$ cat config.mk
export PLATFORM = sky130hd
export DESIGN_NAME = dhcm_fifo
export DESIGN_NICKNAME = d
export VERILOG_FILES = /design/src/rtl/dhcm_fifo.sv
export SDC_FILE = /design/constraint.sdc
export NUM_CORES = 1
export LEC_CHECK = 0
export ABC_AREA = 1
export BUFFER_PORTS_ARGS = -buffer_cell sky130_fd_sc_hd__buf_4
export CORE_MARGIN = 5
export CORE_UTILIZATION = 59
export DETAILED_ROUTE_END_ITERATION = 6
export PLACE_DENSITY = 0.84
export SKIP_CTS_REPAIR_TIMING = 1
export SLEW_MARGIN = 5
export SYNTH_ARGS = -nofsm -noshare
export SYNTH_HDL_FRONTEND = slang
export SYNTH_SLANG_ARGS = --single-unit
$ cat constraint.sdc
create_clock -name clk -period 1.92 [get_ports clk]
set_input_delay 0.288 -clock clk [delete_from_list [all_inputs] [get_ports clk]]
set_output_delay 0.288 -clock clk [all_outputs]
set_load 0.05 [all_outputs]
$ cat src/rtl/dhcm_fifo.sv
`timescale 1ns / 1ps
// Small register FIFO; callers guarantee no push when full (credit counted).
// Depends on nothing.
module dhcm_fifo #(
	parameter int WIDTH = 8,
	parameter int DEPTH = 8
) (
	input  logic             clk,
	input  logic             arst_n,
	input  logic             push,
	input  logic [WIDTH-1:0] wdata,
	input  logic             pop,
	output logic             rvalid,
	output logic [WIDTH-1:0] rdata
);
	localparam int PTR_W = $clog2(DEPTH);
	localparam int CNT_W = $clog2(DEPTH + 1);

	logic [WIDTH-1:0] mem_q [DEPTH];
	logic [PTR_W-1:0] wr_ptr_q, rd_ptr_q;
	logic [CNT_W-1:0] count_q;

	assign rvalid = count_q != '0;
	assign rdata  = mem_q[rd_ptr_q];

	always_ff @(posedge clk) begin
		if (push) mem_q[wr_ptr_q] <= wdata;
	end

	always_ff @(posedge clk or negedge arst_n) begin
		if (!arst_n) begin
			wr_ptr_q <= '0;
			rd_ptr_q <= '0;
			count_q  <= '0;
		end else begin
			if (push) wr_ptr_q <= wr_ptr_q + 1'b1;
			if (pop)  rd_ptr_q <= rd_ptr_q + 1'b1;
			if (push && !pop)      count_q <= count_q + 1'b1;
			else if (!push && pop) count_q <= count_q - 1'b1;
		end
	end
endmodule

After elaboration in Yosys (flattened, before gate mapping)
Memories as Yosys holds them, arrays and structs flattened.
Cells that the tools add are included.
Storage, ports and cells
  memory bits (writable): 64
  memories: 1
  register bits: 10
  word-level logic and storage cells: 18
  bits of input ports: 12
  output and inout bits: 9
Memory list
  mem_q: words 8, width 8, rd ports 1, clocked after memory_dff 0, wr ports 1, line 19  | logic [WIDTH-1:0] mem_q [DEPTH];
Operators by class
  add/subtract/negate cells: 4
  multiplexer cells: 4
  reduce and logical (&&, ||, !) cells: 6
Operators with widths (count)
  2-to-1 mux 4 bit: 2
  adder 3 x 1 -> 3 bit, second input constant: 2
  adder 4 x 1 -> 4 bit, second input constant: 1
  nonzero test 4 bit: 1
  subtractor 4 x 1 -> 4 bit, second input constant: 1
  logical AND 1 bit: 2
  logical NOT 1 bit: 2
  2-to-1 mux 1 bit: 2
  nonzero test 2 bit: 1

Depth between registers and ports, before layout
Gate-level depths: netlist of run 1.
  depth after elaboration: 4
  depth in mapped cells: 10
  depth with buffers taken out: 10

Least setup slack after synthesis of run 1
No wires, ideal clock.
  path kind: register -> output
  start point: reg rd_ptr_q[0]
  end point: out rdata[5]
  setup slack: 0.374 ns
  path buffers: 2
  data arrival time: 1.258 ns
  required time: 1.632 ns
  cell stages (with the launch flop): 8
  cell sequence: dfrtp_1 -> buf_6 -> inv_8 -> buf_4 -> nor2_1 -> o21ai_1 -> nand2_1 -> nand2_1
On the way
  cells in the longest elaborated chain, start to end: 1
RTL lines
  from (decl): line 20  | logic [PTR_W-1:0] wr_ptr_q, rd_ptr_q;
  from (signal assigned): line 37  | if (pop) rd_ptr_q <= rd_ptr_q + 1'b1;
  memory read (8 x 8 bit)
  to (decl): line 14  | output logic [WIDTH-1:0] rdata
Every way passes these cells.

Final worst setup path of run 1
  start point: reg rd_ptr_q[0]
  end point: out rdata[7]
The elaborated chain is that of the path after synthesis.

==> results.py, run 1 <==
metrics = {
    "timing": {
        "fin_crit_sh_pct": 102,
        "fmaxAchievable_mhz": 509,
        "setup-tns-final_ps": -66.3,
        "rsz0062_at_grt": "true",
        "relSlewSlack_pct": 71.9,
        "hold_viol": 0,
        "setup_violations": 3,
        "drv_slew": 0,
        "setup_ws_ps": -45.2,
        "final.min_clock_period_ps": 1970,
        "worst_slew_pin_slew_ps": 420,
        "fin_worst_skew_ps": 6.00,
    },
    "critical_path": {
        "cp_data_required_time_ps": 1630,
        "critical_path_buf_inv_count": 3,
        "rr_worst_depth": 3,
        "worstSetupStartpointType": "flip-flop",
        "r2r_start": "wr_ptr_q[0]$_DFFE_PN0P_",
        "worstSetupPathType": "flip-flop to output pin",
        "regToRegSetupSlack_ps": 470,
        "max_stage_delay_ps": 450,
        "crit_path_top_delay_cell": "dfrtp_2",
        "critical_path.max_fanout": 7,
        "cp_top_family": "flip-flops",
        "cp-end-kind": "output pin",
        "cp_cell_sequence": "buf_4 > buf_6 > nand2_1 > nand2_1 > nand2_2 > o21ai_2 > nand2_1 > nand2_1 > buf_6",
        "arrival_ps": 1680,
        "worstReg2RegEnd": "mem_q[3][4]$_DFFE_PP_",
        "cpMostUsedCell": "nand2_1",
    },
    "final_layout": {
        "fillers": 347,
        "nets": 351,
        "syn_to_final_growth_pct": 19.0,
        "layout-drive-gt1-share_pct": 19.5,
        "fin_util_pct": 73.4,
        "n_antenna_cell": 0,
    },
    "grt": {
        "grt_max_degree": 33,
        "globalRouteOverflowTotal": 0,
        "grt_pass1_wl_mm": 10.6,
        "grt_pass1_vias": 2079,
        "antenna_found_initial": 0,
        "grt_util_all_layers_pct": 20.0,
    },
    "die": {
        "fp.coreArea_mm2": 0.00520,
        "die_w_um": 83.8,
        "rows": 26,
        "initial_core_util_pct": 61.7,
        "die_y_um": 83.8,
        "io_pins": 21,
        "die-area_mm2": 0.00701,
    },
    "min_path": {
        "holdPathStages": 1,
        "min_from": "wdata[3]",
        "holdCritPathClass": "primary input to flip-flop",
        "hold_end": "mem_q[7][3]$_DFFE_PP_",
    },
    "detailed_routing": {
        "final_antenna_net_count": 0,
        "vias": 2231,
        "wl_per_cell_um": 17.6,
        "initialDrtViolationCount": 261,
        "vias_per_cell": 5.47,
        "route.detailed.drc": 0,
        "drt-total-wl_mm": 7.18,
        "first_pass_iters": 5,
    },
    "clocking": {
        "cts.clk_slew.worst_paths_ps": 80,
        "h-tree-depth": 3,
        "cts_root_buf": "clkbuf_8",
        "cts_made_buffers": 9,
        "clock_latency_ps": 350,
        "clock_path_buffers": 2,
        "cts_tree": "done",
        "numClockSinks": 74,
    },
    "placed_design": {
        "detailed_place_hpwl_mm": 4.00,
        "io_buffers": 20,
        "place_congestion": 0.808,
    },
    "yosys": {
        "yosysTopAreaCell": "edfxtp_1",
        "ys_seq_area_share_pct": 67.7,
        "ys.flop_type": "edfxtp_1",
        "syn_area_mm2": 0.00321,
        "syn_nets": 309,
        "synth_area_per_cell_um2": 11.0,
        "netlist_top_cells_area": "edfxtp_1 60%, nand2_1 13%, dfrtp_1 7.8%",
        "ys_top_cells_by_count": "115 x nand2_1, 64 x edfxtp_1, 27 x nor2_1, 19 x o21ai_0, 16 x o21ai_1",
        "netlist.area_leader.share_pct": 59.9,
        "yosysWarnings": 0,
        "synth_edf_count": 64,
        "synth.most_common_cell": "nand2_1",
        "netlist_instances": 291,
        "ys_ff_latch": 74,
        "synth.distinct_cells": 20,
        "async_flop_share_pct": 13.5,
    },
    "status": {
        "violations": "setup timing",
        "status": "finished with violations",
    },
    "power_and_ir_drop": {
        "cellLeakagePower_uw": 0.00157,
        "powerDensity_mw_per_mm2": 1700,
        "worst_ir_drop_vdd_mv": 1.01,
    },
    "flow_run": {
        "drv_cap": 0,
    },
}
==> power by group <==
part | switching, uW | internal, uW | total, uW
Sequential | 151 | 2000 | 2150
Combinational | 1960 | 1070 | 3030
Clock | 584 | 729 | 1310
==> layout by cell type (no fill, tap or decap) <==
master | synthesis | final
buf_6 | 6 | 12
nand2_2 | 0 | 2
clkinvlp_4 | 0 | 2
fa_1 | 1 | 1
buf_8 | 2 | 1
xnor2_1 | 2 | 2
clkinv_2 | 1 | 1
nand2_1 | 115 | 113
a21oi_1 | 1 | 1
or2_2 | 2 | 2
clkinv_8 | 0 | 3
bufinv_16 | 0 | 2
o21ai_1 | 16 | 20
clkbuf_8 | 0 | 9
nand3_1 | 2 | 2
buf_12 | 0 | 1
o21ai_2 | 0 | 3
edfxtp_1 | 64 | 64
xor2_1 | 3 | 3
buf_4 | 2 | 25
o21ai_0 | 19 | 12
dfrtp_1 | 10 | 9
inv_6 | 0 | 1
dfrtp_2 | 0 | 1
inv_1 | 11 | 11
inv_4 | 0 | 1
dlygate4sd3_1 | 0 | 1
nor2_1 | 27 | 27
ha_1 | 5 | 5
clkinv_1 | 0 | 1
==> layer usage <==
| metal | GRT usage (%) | part of all wire [%] | vias up |
|---|---|---|---|
| li1 | - | - | 1050 |
| met1 | 25.3 | 40 | 1067 |
| met2 | 33.1 | 51 | 97 |
| met3 | 3.65 | 6.7 | 17 |
| met4 | 9.80 | 2.6 | 0 |
| met5 | 0 | 0 | - |
==> worst max path at each step <==
stage / start / to / depth (start not counted) / slack [ps]
after floorplan: rd_ptr_q[0]$_DFFE_PN0P_ / rdata[5] / 7 / 370
after global placement: pop / count_q[3]$_DFFE_PN0P_ / 10 / 230
after detailed placement: pop / count_q[3]$_DFFE_PN0P_ / 10 / 210
after CTS: rd_ptr_q[0]$_DFFE_PN0P_ / rdata[7] / 8 / -130
after global routing: rd_ptr_q[0]$_DFFE_PN0P_ / rdata[4] / 7 / -100
final: rd_ptr_q[0]$_DFFE_PN0P_ / rdata[7] / 9 / -50
==> logic make-up (layout without fill, tap and decap cells) <==
| logic type | count (synthesis) | after routing | share of synthesized area [%] |
|---|---|---|---|
| AO/OA/AOI/OAI | 36 | 36 | 5.61 |
| XOR/XNOR | 5 | 5 | 1.36 |
| adder cells (fa/ha/maj) | 6 | 6 | 2.57 |
| buffers and inverters | 24 | 71 | 5.46 |
| flip-flops | 74 | 74 | 67.7 |
| AND/OR/NAND/NOR | 146 | 146 | 17.3 |
==> registers in the layout, indices dropped and copies added, names as in the netlist <==
signal,cells
count_q,4
rd_ptr_q,3
mem_q,64
wr_ptr_q,3
==> stage by stage <==
step / setup slack, ps / power [uW] / hold WS [ps] / cell area, um2 / instances
floorplan: 374 / 4120 / -7.59 / 3210 / 291
detailed placement: 207 / 4710 / 134 / 3440 / 383
global route: -104 / 6860 / 162 / 3820 / 408
finish: -45.2 / 6490 / 171 / 3820 / 408
CTS: -131 / 6010 / -241 / 3660 / 399
global placement: 228 / 4630 / 129 / 3440 / 383
==> layout make-up <==
cell class / instances / area (um2) / area share [%]
Clock buffer: 9 / 124 / 3.24
Sequential cell: 74 / 2170 / 56.9
Clock inverter: 7 / 92.6 / 2.42
Inverter: 13 / 63.8 / 1.67
Multi-Input combinational cell: 193 / 878 / 23.0
Timing Repair Buffer: 40 / 368 / 9.63
Timing Repair inverter: 2 / 32.5 / 0.852
Tap cell: 70 / 87.6 / 2.29
==> worst reg2reg max path: stages, from the launching register on <==
cell,delay [ps]
dfrtp_1,400
nand2_1,130
nor2_1,370
buf_4,250
Power figures use the tool's default switching activity.
==> run 2: changes to the inputs <==
Settings changed: CORE_UTILIZATION 59 to 48, PLACE_DENSITY 0.84 to 0.72.
==> run 2 against run 1 <==
Net effect: critical path depth shrank 1; wire length shrank 4.6%; clock power shrank 12%; via count shrank 2.6%; the flow still finishes with violations (setup timing); critical endpoint is now rdata[4]; worst setup slack gained 5.4 ps; fmax grew 0.28%; register-to-register slack gained 60 ps; highest routed layer unchanged; clock skew grew 5.8 ps.
==> results.py, run 2 (synthesized netlist as in run 1, its figures left out) <==
metrics = {
    "status": {
        "status": "finished with violations",
        "violations": "setup timing",
    },
    "power_and_ir_drop": {
        "powerDensity_mw_per_mm2": 1650,
        "cellLeakagePower_uw": 0.00160,
        "cell_internal_pwr_uw": 3740,
        "p_sw_uw": 2630,
        "clkPwrFrac_pct": 18.1,
        "worst_ir_drop_vdd_mv": 0.810,
        "p_comb_share_pct": 48.3,
        "pwr-share-seq_pct": 33.5,
        "switching_share_pct": 41.3,
    },
    "die": {
        "initial_core_util_pct": 50.0,
        "fp.coreArea_mm2": 0.00642,
        "die-area_mm2": 0.00842,
        "die_y_um": 91.8,
        "rows": 29,
        "die_w_um": 91.8,
        "io_pins": 21,
    },
    "timing": {
        "fin_worst_skew_ps": 11.8,
        "setup_violations": 5,
        "hold_viol": 0,
        "rsz0062_at_grt": "true",
        "drv_slew": 0,
        "setup-tns-final_ps": -93.1,
        "fin_crit_sh_pct": 102,
        "fmaxAchievable_mhz": 510,
        "relSlewSlack_pct": 73.0,
        "worst_slew_pin_slew_ps": 404,
        "final.min_clock_period_ps": 1960,
        "hold_slack_ps": 155,
        "setup_ws_ps": -39.8,
    },
    "placed_design": {
        "detailed_place_hpwl_mm": 4.17,
        "io_buffers": 20,
        "place_inst": 395,
        "place_congestion": 0.802,
    },
    "final_layout": {
        "n_antenna_cell": 0,
        "reg_top3": "mem_q: 64 flops, count_q: 4 flops",
        "fin_cells": 420,
        "final_common_cell": "nand2_1",
        "nets": 356,
        "largest_reg_flops": 64,
        "fin_util_pct": 60.2,
        "syn_to_final_growth_pct": 20.5,
        "fillers": 521,
        "layout-drive-gt1-share_pct": 21.9,
        "layout_common_cells": "111 x nand2_1, 64 x edfxtp_1, 28 x buf_4, 27 x nor2_1, 23 x o21ai_1",
        "regMostFlops": "mem_q",
    },
    "critical_path": {
        "cp-end-kind": "output pin",
        "arrival_ps": 1670,
        "critical_path.max_fanout": 5,
        "worstSetupPathType": "flip-flop to output pin",
        "cp_data_required_time_ps": 1630,
        "worstSetupStartpointType": "flip-flop",
    },
    "detailed_routing": {
        "vias": 2172,
        "final_antenna_net_count": 0,
        "first_pass_iters": 4,
        "vias_per_cell": 5.17,
        "initialDrtViolationCount": 161,
        "route.detailed.drc": 0,
        "wl_per_cell_um": 16.3,
        "drt-total-wl_mm": 6.85,
    },
    "grt": {
        "grt_use_met1_pct": 19.0,
        "grt_pass1_vias": 2003,
        "grt_max_degree": 33,
        "grt_util_all_layers_pct": 15.8,
        "met3_usage_pct": 4.91,
        "grt_pass1_wl_mm": 9.95,
        "top_usage_layer": "met2",
        "antenna_found_initial": 0,
        "grt_util_met2_pct": 26.3,
        "globalRouteOverflowTotal": 0,
    },
    "clocking": {
        "cts_root_buf": "clkbuf_8",
        "numClockSinks": 74,
        "h-tree-depth": 3,
        "cts.clk_slew.worst_paths_ps": 80,
        "cts_tree": "done",
        "clock_latency_ps": 340,
        "cts_made_buffers": 9,
        "clock_path_buffers": 2,
    },
    "flow_run": {
        "drv_cap": 0,
    },
    "min_path": {
        "holdCritPathClass": "primary input to flip-flop",
    },
}
## run 2: cell types whose count changed in the layout (fill, tap and decap cells not counted), sizes merged
| cell | change |
|---|---|
| buf | +4 |
| bufinv | -1 |
| clkbuf | +3 |
| inv | -1 |
## run 2: area by class of cell
cell class | count | area (um2) | share of cell area, %
Clock buffer | 11 | 131 | 3.40
Clock inverter | 5 | 55.1 | 1.42
Inverter | 13 | 62.6 | 1.62
Multi-Input combinational cell | 193 | 895 | 23.1
Sequential cell | 74 | 2180 | 56.2
Tap cell | 77 | 96.3 | 2.49
Timing Repair Buffer | 45 | 425 | 11.0
Timing Repair inverter | 2 | 27.5 | 0.712
## run 2: worst max-delay path, stage by stage (launching register included)
cell and delay (ps):
dfrtp_4 490, buf_6 150, buf_6 110, buf_6 110, o21ai_2 130, o21ai_1 70
nand2_1 50, nand2_1 70, buf_6 150
## run 2: path summary, 6_finish.rpt
kind | from | to | slack, ps | cells after the start
worst max-delay path | rd_ptr_q[0]$_DFFE_PN0P_ | rdata[4] | -40 | 8
worst min-delay path | pop | rd_ptr_q[0]$_DFFE_PN0P_ | 160 | 2
worst max register to register | wr_ptr_q[0]$_DFFE_PN0P_ | mem_q[4][3]$_DFFE_PP_ | 530 | 3
worst min register to register | count_q[2]$_DFFE_PN0P_ | count_q[2]$_DFFE_PN0P_ | 520 | 2
max in group asynchronous | arst_n | rd_ptr_q[0]$_DFFE_PN0P_ | 1450 | 2
min in group asynchronous | arst_n | rd_ptr_q[0]$_DFFE_PN0P_ | 310 | 2
## run 2: metrics by stage
stage | worst slack (ps) | power [uW] | cell area [um2]
floorplan | 374 | 4120 | 3210
global placement | 240 | 4640 | 3470
detailed placement | 216 | 4690 | 3470
CTS | -172 | 5840 | 3660
global route | -111 | 6750 | 3870
finish | -39.8 | 6370 | 3870
## run 2: routing by layer
metal	vias to the layer above	wire length, um
met3	14	390
met2	62	3460
met4	0	122
met1	1037	2870
met5	-	0
li1	1059	-
## run 2: power groups by stage
stage          Clock [uW]  Combinational [uW]  Sequential [uW]
2_1_floorplan           0                1990             2120
3_3_place_gp            0                2460             2180
3_5_place_dp            0                2510             2180
4_1_cts              1180                2510             2150
5_1_grt              1240                3340             2160
6_report             1150                3080             2140
