==> src/rtl/dhcm_pkg.sv <==
`timescale 1ns / 1ps
// Shared types and constants for the diverging heat-map color map.
// No dependencies; imported by dhcm_front, dhcm_back and the top level.
package dhcm_pkg;

	localparam int SAMPLE_W = 32;
	localparam int SPAN_W   = 33;   // max - min of two signed 32-bit values
	localparam int MULT_W   = 36;   // up to 5 * span
	localparam int NUM_W    = 40;   // palette blend, below 100 * span
	localparam int IDX_W    = 4;
	localparam int PAL_W    = 7;
	localparam int PAL_N    = 12;   // 11 entries plus a zero pad above the last
	localparam int CH_N     = 3;
	localparam int APB_ADDR_W = 4;
	localparam int APB_DATA_W = 32;

	localparam logic [IDX_W-1:0] FIRST_ENTRY = 4'd0;
	localparam logic [IDX_W-1:0] LAST_ENTRY  = 4'd10;
	localparam logic [IDX_W-1:0] LOWER_BASE  = 4'd5;

	localparam logic [1:0] REG_MIN  = 2'd0;
	localparam logic [1:0] REG_MEAN = 2'd1;
	localparam logic [1:0] REG_MAX  = 2'd2;

	typedef enum logic [1:0] {
		CLS_TOP,
		CLS_UPPER,
		CLS_LOWER,
		CLS_BOTTOM
	} cls_t;

	// Work item between front and back: blend P[idx]*a + P[idx+1]*(span-a)
	typedef struct packed {
		logic [IDX_W-1:0]  idx;
		logic [SPAN_W-1:0] a;
		logic [SPAN_W-1:0] span;
	} blend_t;

	typedef struct packed {
		logic [7:0] red;
		logic [7:0] green;
		logic [7:0] blue;
	} color_t;

	// Palette in hundredths: red, green, blue
	localparam logic [PAL_W-1:0] PAL [CH_N][PAL_N] = '{
		'{7'd33, 7'd55, 7'd75, 7'd87, 7'd96, 7'd99, 7'd78, 7'd50, 7'd21, 7'd0, 7'd0, 7'd0},
		'{7'd19, 7'd32, 7'd51, 7'd76, 7'd91, 7'd96, 7'd92, 7'd80, 7'd59, 7'd40, 7'd24, 7'd0},
		'{7'd2,  7'd4,  7'd18, 7'd49, 7'd76, 7'd89, 7'd90, 7'd76, 7'd56, 7'd37, 7'd19, 7'd0}
	};

endpackage

==> src/rtl/dhcm_if.sv <==
`timescale 1ns / 1ps
// Channel interfaces: density sample in, RGB color out.
// Depends on nothing.
interface dhcm_sample_if;
	logic               valid;
	logic               ready;
	logic signed [31:0] density_sample;
	modport source(output valid, output density_sample, input ready);
	modport sink(input valid, input density_sample, output ready);
endinterface


==> src/rtl/dhcm_front.sv <==
`timescale 1ns / 1ps
// Front end: accepts samples, classifies them against min/mean/max and finds
// band and blend weight. Depends on dhcm_pkg and dhcm_sample_if.
module dhcm_front import dhcm_pkg::*; #(
	parameter int Q_DEPTH = 8
) (
	input  logic               clk,
	input  logic               arst_n,
	dhcm_sample_if.sink        smp,
	input  logic signed [31:0] dmin,
	input  logic signed [31:0] dmean,
	input  logic signed [31:0] dmax,
	output logic               q_push,
	output blend_t             q_data,
	input  logic               q_pop
);
	localparam int PEND_W = $clog2(Q_DEPTH + 1);

	logic [PEND_W-1:0] pend_q;
	logic              fire;

	// Credit: items in the stages plus items in the queue never exceed its depth
	assign smp.ready = pend_q < PEND_W'(Q_DEPTH);
	assign fire      = smp.valid && smp.ready;

	always_ff @(posedge clk or negedge arst_n) begin
		if (!arst_n) begin
			pend_q <= '0;
		end else if (fire && !q_pop) begin
			pend_q <= pend_q + 1'b1;
		end else if (!fire && q_pop) begin
			pend_q <= pend_q - 1'b1;
		end
	end

	// Stage 1: classify
	cls_t               cls_c;
	logic signed [31:0] top_c, low_c;

	always_comb begin
		if (smp.density_sample > dmax)       cls_c = CLS_TOP;
		else if (smp.density_sample > dmean) cls_c = CLS_UPPER;
		else if (smp.density_sample > dmin)  cls_c = CLS_LOWER;
		else                                 cls_c = CLS_BOTTOM;
		top_c = (cls_c == CLS_UPPER) ? dmax : dmean;
		low_c = (cls_c == CLS_UPPER) ? dmean : dmin;
	end

	logic               v_s1, v_s2, v_s3, v_s4;
	cls_t               cls_s1, cls_s2, cls_s3, cls_s4;
	logic signed [31:0] x_s1, top_s1, low_s1;
	logic [SPAN_W-1:0]  span_s2, dist_s2, span_s3, span_s4;
	logic [MULT_W-1:0]  d5_s3, m3_s3, m5_s3, d5_s4, bs_s4;
	logic [2:0]         band_s4;

	always_ff @(posedge clk or negedge arst_n) begin
		if (!arst_n) begin
			v_s1 <= 1'b0;
			v_s2 <= 1'b0;
			v_s3 <= 1'b0;
			v_s4 <= 1'b0;
		end else begin
			v_s1 <= fire;
			v_s2 <= v_s1;
			v_s3 <= v_s2;
			v_s4 <= v_s3;
		end
	end

	always_ff @(posedge clk) begin
		cls_s1 <= cls_c;
		x_s1   <= smp.density_sample;
		top_s1 <= top_c;
		low_s1 <= low_c;
	end

	// Stage 2: span and distance from the top edge, non-negative unless CLS_TOP
	always_ff @(posedge clk) begin
		cls_s2  <= cls_s1;
		span_s2 <= {top_s1[31], top_s1} - {low_s1[31], low_s1};
		dist_s2 <= {top_s1[31], top_s1} - {x_s1[31], x_s1};
	end

	// Stage 3: 5*dist and odd multiples of span
	always_ff @(posedge clk) begin
		cls_s3  <= cls_s2;
		span_s3 <= span_s2;
		d5_s3   <= {3'b0, dist_s2} + {1'b0, dist_s2, 2'b0};
		m3_s3   <= {3'b0, span_s2} + {2'b0, span_s2, 1'b0};
		m5_s3   <= {3'b0, span_s2} + {1'b0, span_s2, 2'b0};
	end

	// Stage 4: band = floor(5*dist/span) by compare against span multiples
	logic [MULT_W-1:0] m1_c, m2_c, m4_c, bs_c;
	logic [2:0]        band_c;

	always_comb begin
		m1_c   = {3'b0, span_s3};
		m2_c   = {2'b0, span_s3, 1'b0};
		m4_c   = {1'b0, span_s3, 2'b0};
		band_c = 3'(d5_s3 >= m1_c) + 3'(d5_s3 >= m2_c) + 3'(d5_s3 >= m3_s3)
			+ 3'(d5_s3 >= m4_c);
		case (band_c)
			3'd0:    bs_c = m1_c;
			3'd1:    bs_c = m2_c;
			3'd2:    bs_c = m3_s3;
			3'd3:    bs_c = m4_c;
			default: bs_c = m5_s3;
		endcase
	end

	always_ff @(posedge clk) begin
		cls_s4  <= cls_s3;
		span_s4 <= span_s3;
		d5_s4   <= d5_s3;
		band_s4 <= band_c;
		bs_s4   <= bs_c;
	end

	// Weight a = (band+1)*span - 5*dist lies in 1..span; entries use a = span = 1
	always_comb begin
		q_push = v_s4;
		q_data.a    = SPAN_W'(bs_s4 - d5_s4);
		q_data.span = span_s4;
		unique case (cls_s4)
			CLS_TOP: begin
				q_data.idx  = FIRST_ENTRY;
				q_data.a    = SPAN_W'(1);
				q_data.span = SPAN_W'(1);
			end
			CLS_UPPER: q_data.idx = {1'b0, band_s4};
			CLS_LOWER: q_data.idx = LOWER_BASE + {1'b0, band_s4};
			default: begin
				q_data.idx  = LAST_ENTRY;
				q_data.a    = SPAN_W'(1);
				q_data.span = SPAN_W'(1);
			end
		endcase
	end
endmodule

==> src/flat_wrapper.sv <==
// flat-port wrapper written by rule: the top's interface ports become plain ports
module dhcm_front_flat import dhcm_pkg::*;
#(
	parameter int Q_DEPTH = 8
)
  (clk, arst_n, dmin, dmean, dmax, q_push, q_data, q_pop, smp_valid, smp_density_sample, smp_ready);
  dhcm_sample_if smp_i ();
  input  logic clk;
  input  logic arst_n;
  input  logic signed [31:0] dmin;
  input  logic signed [31:0] dmean;
  input  logic signed [31:0] dmax;
  output logic q_push;
  output blend_t q_data;
  input  logic q_pop;
  input wire logic [$bits(smp_i.valid)-1:0] smp_valid;
  input wire logic [$bits(smp_i.density_sample)-1:0] smp_density_sample;
  output wire logic [$bits(smp_i.ready)-1:0] smp_ready;
  assign smp_i.valid = smp_valid;
  assign smp_i.density_sample = smp_density_sample;
  assign smp_ready = smp_i.ready;
  dhcm_front #(.Q_DEPTH(Q_DEPTH)) u_core (.clk(clk), .arst_n(arst_n), .smp(smp_i), .dmin(dmin), .dmean(dmean), .dmax(dmax), .q_push(q_push), .q_data(q_data), .q_pop(q_pop));
endmodule
==> config.mk <==
export PLATFORM = sky130hd
export DESIGN_NAME = dhcm_front_flat
export DESIGN_NICKNAME = d
export VERILOG_FILES = /design/src/rtl/dhcm_pkg.sv /design/src/rtl/dhcm_if.sv /design/src/rtl/dhcm_front.sv /design/src/flat_wrapper.sv
export SDC_FILE = /design/constraint.sdc
export NUM_CORES = 1
export LEC_CHECK = 0
export BUFFER_PORTS_ARGS = -buffer_cell sky130_fd_sc_hd__buf_2
export CORE_MARGIN = 4
export CORE_UTILIZATION = 25
export CTS_BUF_LIST = sky130_fd_sc_hd__clkbuf_2
export CTS_CLUSTER_SIZE = 40
export DETAILED_ROUTE_END_ITERATION = 12
export PLACE_DENSITY_LB_ADDON = 0.25
export SLEW_MARGIN = 15
export SYNTH_ARGS = -nofsm -noshare
export SYNTH_HDL_FRONTEND = slang
export SYNTH_SLANG_ARGS = --single-unit
==> constraint.sdc <==
create_clock -name clk -period 6.25 [get_ports clk]
set_input_delay 0.9375 -clock clk [delete_from_list [all_inputs] [get_ports clk]]
set_output_delay 0.9375 -clock clk [all_outputs]
set_load 0.05 [all_outputs]
# Word level (Yosys, flattened, before mapping)
# Index checks and enable logic that the tools add are counted.
[word_totals] input_bits=132 output_inout_bits=72 regBits=417
[op_classes] order_cmp=8 add_sub_neg=12 reduce_logical=9 mux=10 eq_ne=6
[op_table] op="$pmux 33 s4" n=1
[op_table] op="$gt 32x32->1" n=3
[op_table] op="$ge 36x35->1" n=2
[op_table] op="$mux 66" n=1
[op_table] op="$sub 32x32->33" n=2
[op_table] op="$mux 32" n=2
[op_table] op="$add 33x35->36" n=1
[op_table] op="$ge 36x33->1" n=1
[op_table] op="$ge 36x34->1" n=1
[op_table] op="$add 33x34->35" n=1
[op_table] op="$add 33x33->33" n=1
[op_table] op="$sub 33x33->33" n=1
[op_table] op="$pmux 4 s3" n=1
[op_table] op="$mux 4" n=2
[op_table] op="$add 3x1->3" n=2
[op_table] op="$eq 3x2->1 const B" n=2
[op_table] op="$add 3x3->4 const A" n=1
[op_table] op="$add 4x1->4 const B" n=1
[op_table] op="$eq 2x1->1 const B" n=2
[op_table] op="$lt 4x4->1 const B" n=1
[op_table] op="$mux 2" n=2
[op_table] op="$sub 4x1->4 const B" n=1
[op_table] op="$eq 3x1->1 const B" n=1
[op_table] op="$logic_and 1x1->1" n=3
[op_table] op="other kinds (8)" n=9

# Longest topological paths before layout
[depth] ltp_word=6 mapped_depth=22

# Worst setup path after synthesis
# Ideal clock, no wire load.
[synth_path] path_kind="flip-flop to output port" start="register u_core.bs_s4[0]" end="output q_data[43] (netlist name)" path_stages_with_launch=12 arrival_ns=4.218 path_slack_ns=1.095 cell_sequence="dfxtp_1 -> inv_1 -> ha_1 -> fa_1 -> nor2b_1 -> o21ai_1 -> a21boi_1 -> o21a_1 -> a21oi_1 -> nor2b_1 -> o21ai_0 -> a2111oi_0"
[synth_lines] item="from (decl)" line="dhcm_front.sv:53" rtl="logic [MULT_W-1:0] d5_s3, m3_s3, m5_s3, d5_s4, bs_s4;"
[synth_lines] item="from (signal assigned)" line="dhcm_front.sv:117" rtl="bs_s4 <= bs_c;"
[synth_lines] item="to (decl)" line="flat_wrapper.sv:14" rtl="output blend_t q_data;"

==> summary.txt <==
Die Area = 0.109 mm²
GP Congestion = 0.831
Storage element area = 0.00833 mm²
Critical Path Stages = 13
Worst path bufs/invs = 2
GRT overflow = 0
Cell Rows = 118
RSZ-0062 raised after global routing = no
Startpoint Class = flop
CTS sink count = 414
Top delay family on crit path = compound AO/OA/AOI/OAI gates
Routed vias = 20800
Hold Path Class = input pin to flop
Max stage delay on crit path = 590 ps
EDFF count, synth = 0
Slew HR = 38.3%
Critical Path AT = 4650 ps
First-pass GRT wire length = 118 mm
Fraction of layout cells with a size suffix above 1 = 14.6%
DP Wirelength = 62.8 mm
Worst path cell trace = inv_1 > ha_1 > fa_1 > nor2b_1 > o21ai_1 > a21boi_1 > o211a_1 > a221o_1 > a221o_2 > a21o_1 > or4b_2 > o211ai_1 > buf_2
CTS Buf Count = 107
Final Setup Violations = 0
Asr flop ratio synth = 1.93%
Reg-to-Reg End = u_core.bs_s4[32]
Fill count = 11100
Drt total wl = 75.2 mm
Sequential-to-total area share from yosys stat = 32.0%
Die Wd = 331 µm
Nets = 3793
Multi-input gate area = 0.0163 mm²
Final worst path period need = 5580 ps
Hold path startpoint = dmean[27]
Worst r2r src = u_core.d5_s3[29]
Routed Antenna Nets = 0
Port Buffers = 203
Status = finished clean
Prevailing post-synth register cell = dfxtp_1
Starting Density = 25.2%
Final Skew = 142 ps
DR iter-0 viols = 1013
Register-to-Register Path Depth = 14
Skew-Pair Late Insertion Delay = 1170 ps
Critical Path Fanout Max = 5
Max Slew Vio Count = 0
Max-cap violations = 0
WS Path Type = flop to primary output
Routed length per instance = 16.0 µm
Worst Setup End Kind = primary output
Worst-Margin Slew = 923 ps
Clk slew on worst S/H paths = 100 ps
CTS Root Cell = clkbuf_2
Post-Syn Area = 0.0261 mm²
Slowest CP cell = or4b_2
Worst Hold Path EP = u_core.top_s1[27]
Drt first pass iters = 5
Drc violations = 0
Die Ht = 331 µm
Yosys warns = 0
Synthesized Nets = 3364
Syn-to-layout area delta = 19.6%
Flop and latch count out of synthesis = 414
Vias in the first global route = 21700
Hold depth = 3
Syn_area_per_cell = 9.33 µm²
Period utilization = 89.3%
Largest net degree at the start of global routing = 48
Synth Instances = 2795
Cts repair resizes = 0
Highest clock rate = 179 MHz
Global Route Usage Sum = 13.7%
Clk buf depth = 3
I/O Pins = 204
CTS tree = built
Vias/cell = 4.44
CTS H-tree lvls = 3
CTS Hold Buffers Added = 146
Cell variety after synth = 79
CP startpoint = u_core.bs_s4[0]
Worst EP required = 5310 ps
Setup TNS Final = 0 ps
Initial antenna violation count = 10
Post-CTS Setup Repair Bufs = 0
Core ar. = 0.103 mm²
Reg2reg setup slack = 1040 ps
Hold Fails Final Rpt = 0
## per-stage QoR
stage	instance area [µm²]	setup WS [ps]	hold WS, ps	util [%]	std cells
after floorplan	26100	1090	310	-	2795
after global placement	28800	1140	311	27.8	4349
after detailed placement	28800	1050	316	27.8	4349
after CTS	31200	433	3.04	30.1	4681
after global routing	31200	254	18.5	30.1	4689
final	31200	667	192	30.1	4689
## layout by cell type (no fill, tap or decap), drive strengths merged, types with 8 or more instances in the layout
cell | netlist | final
ha | 429 | 429
mux2 | 39 | 39
clkinv | 0 | 31
a21o | 182 | 182
o21a | 31 | 31
a211oi | 20 | 20
o31a | 8 | 8
inv | 333 | 337
o21ai | 114 | 114
nand3 | 42 | 42
and3 | 22 | 22
xnor2 | 101 | 101
mux2i | 64 | 64
or3 | 9 | 9
dfxtp | 406 | 406
xor2 | 57 | 57
nor4 | 8 | 8
a31oi | 21 | 21
dfrtp | 8 | 8
a21boi | 12 | 12
nand2b | 33 | 33
buf | 12 | 217
diode | 0 | 8
a21oi | 194 | 194
nor2 | 139 | 139
nor3 | 33 | 33
mux4 | 31 | 31
o211ai | 19 | 19
dlygate4sd3 | 0 | 146
nor2b | 77 | 77
o31ai | 13 | 13
and4 | 8 | 8
nand4 | 57 | 57
nand2 | 100 | 100
clkbuf | 31 | 148
fa | 8 | 8
a221oi | 9 | 9
o21bai | 20 | 20
## synth_stat cells, types with 8 or more instances
cell / count / area [µm²]
o21a_1: 31 / 233
nand2_1: 100 / 375
a21oi_1: 192 / 961
a21o_1: 182 / 1370
dfrtp_1: 8 / 200
o211ai_1: 19 / 143
nor2_1: 139 / 522
nor3_1: 33 / 165
nand2b_1: 33 / 206
nor4_1: 8 / 50.1
mux2_2: 38 / 428
and4_1: 8 / 70.1
a21boi_0: 10 / 75.1
nand4_1: 57 / 357
mux4_2: 31 / 698
o31a_1: 8 / 70.1
mux2i_1: 64 / 641
nand3_1: 42 / 210
inv_1: 333 / 1250
or3_1: 9 / 56.3
o31ai_1: 10 / 75.1
xor2_1: 57 / 499
xnor2_1: 101 / 885
a31oi_1: 21 / 131
o21ai_0: 110 / 551
o21bai_1: 20 / 150
clkbuf_1: 31 / 116
and3_1: 22 / 138
ha_1: 429 / 5370
dfxtp_1: 406 / 8130
nor2b_1: 77 / 482
fa_1: 8 / 160
a211oi_1: 20 / 150
## cells by family after synthesis
family,count (synthesis),share of synthesized area (%)
buffers and inverters,376,5.51
muxes,134,6.84
xor gates and xnor gates,158,5.31
AOI/OAI and AO/OA,718,18.2
and+or+nand+nor,558,10.9
DFF,414,32.0
adders and majority gates,437,21.2
## cell type report
| cell class | instances | share of cell area (%) |
|---|---|---|
| Clock buffer | 148 | 2.38 |
| Inverter | 333 | 4.01 |
| Timing Repair Buffer | 363 | 8.32 |
| Tap cell | 1380 | 5.54 |
| Multi-Input combinational cell | 2005 | 52.3 |
| Sequential cell | 414 | 26.7 |
| Antenna cell | 8 | 0.0642 |
| Clock inverter | 38 | 0.658 |
## worst max path at each step
stage | slack, ps | to
6_report | 670 | q_data[59]
5_1_grt | 250 | q_data[59]
4_1_cts | 430 | q_data[59]
3_5_place_dp | 1050 | u_core.bs_s4[26]
3_3_place_gp | 1140 | u_core.bs_s4[2]
2_1_floorplan | 1090 | q_data[43]
## registers in the layout, summed over array words and instances (netlist names)
signal          flops
u_core.low_s1      32
u_core.pend_q       4
u_core.cls_s4       2
u_core.cls_s3       2
u_core.bs_s4       33
u_core.span_s2     33
u_core.m5_s3       31
u_core.top_s1      32
u_core.v_s2         1
u_core.d5_s4       33
u_core.band_s4      3
u_core.span_s3     33
u_core.m3_s3       34
u_core.v_s1         1
u_core.v_s3         1
u_core.dist_s2     33
u_core.span_s4     33
u_core.q_push       1
u_core.x_s1        32
u_core.cls_s2       2
u_core.cls_s1       2
u_core.d5_s3       36
## layer usage
metal	track usage, %	wire (µm)	vias to the layer above
met2	22.0	32900	421
li1	-	-	10900
met4	4.26	1740	2
met3	2.23	3350	112
met1	18.7	37200	9345
met5	0	13	-
## worst register-to-register path, cell delays in order (launching register included)
cell	delay [ps]
dfxtp_1	390
ha_1	330
nand4_1	340
nor2_1	210
o31ai_1	90
a21oi_1	170
o31ai_1	130
a2111oi_0	720
o21ai_0	190
a311oi_1	370
o21ai_0	200
fa_2	550
buf_4	510
mux4_2	580
mux2_2	280
Power is left out: the tool's default activity adds up to more than one toggle a clock period on the data nets, which glitch-free logic cannot reach.
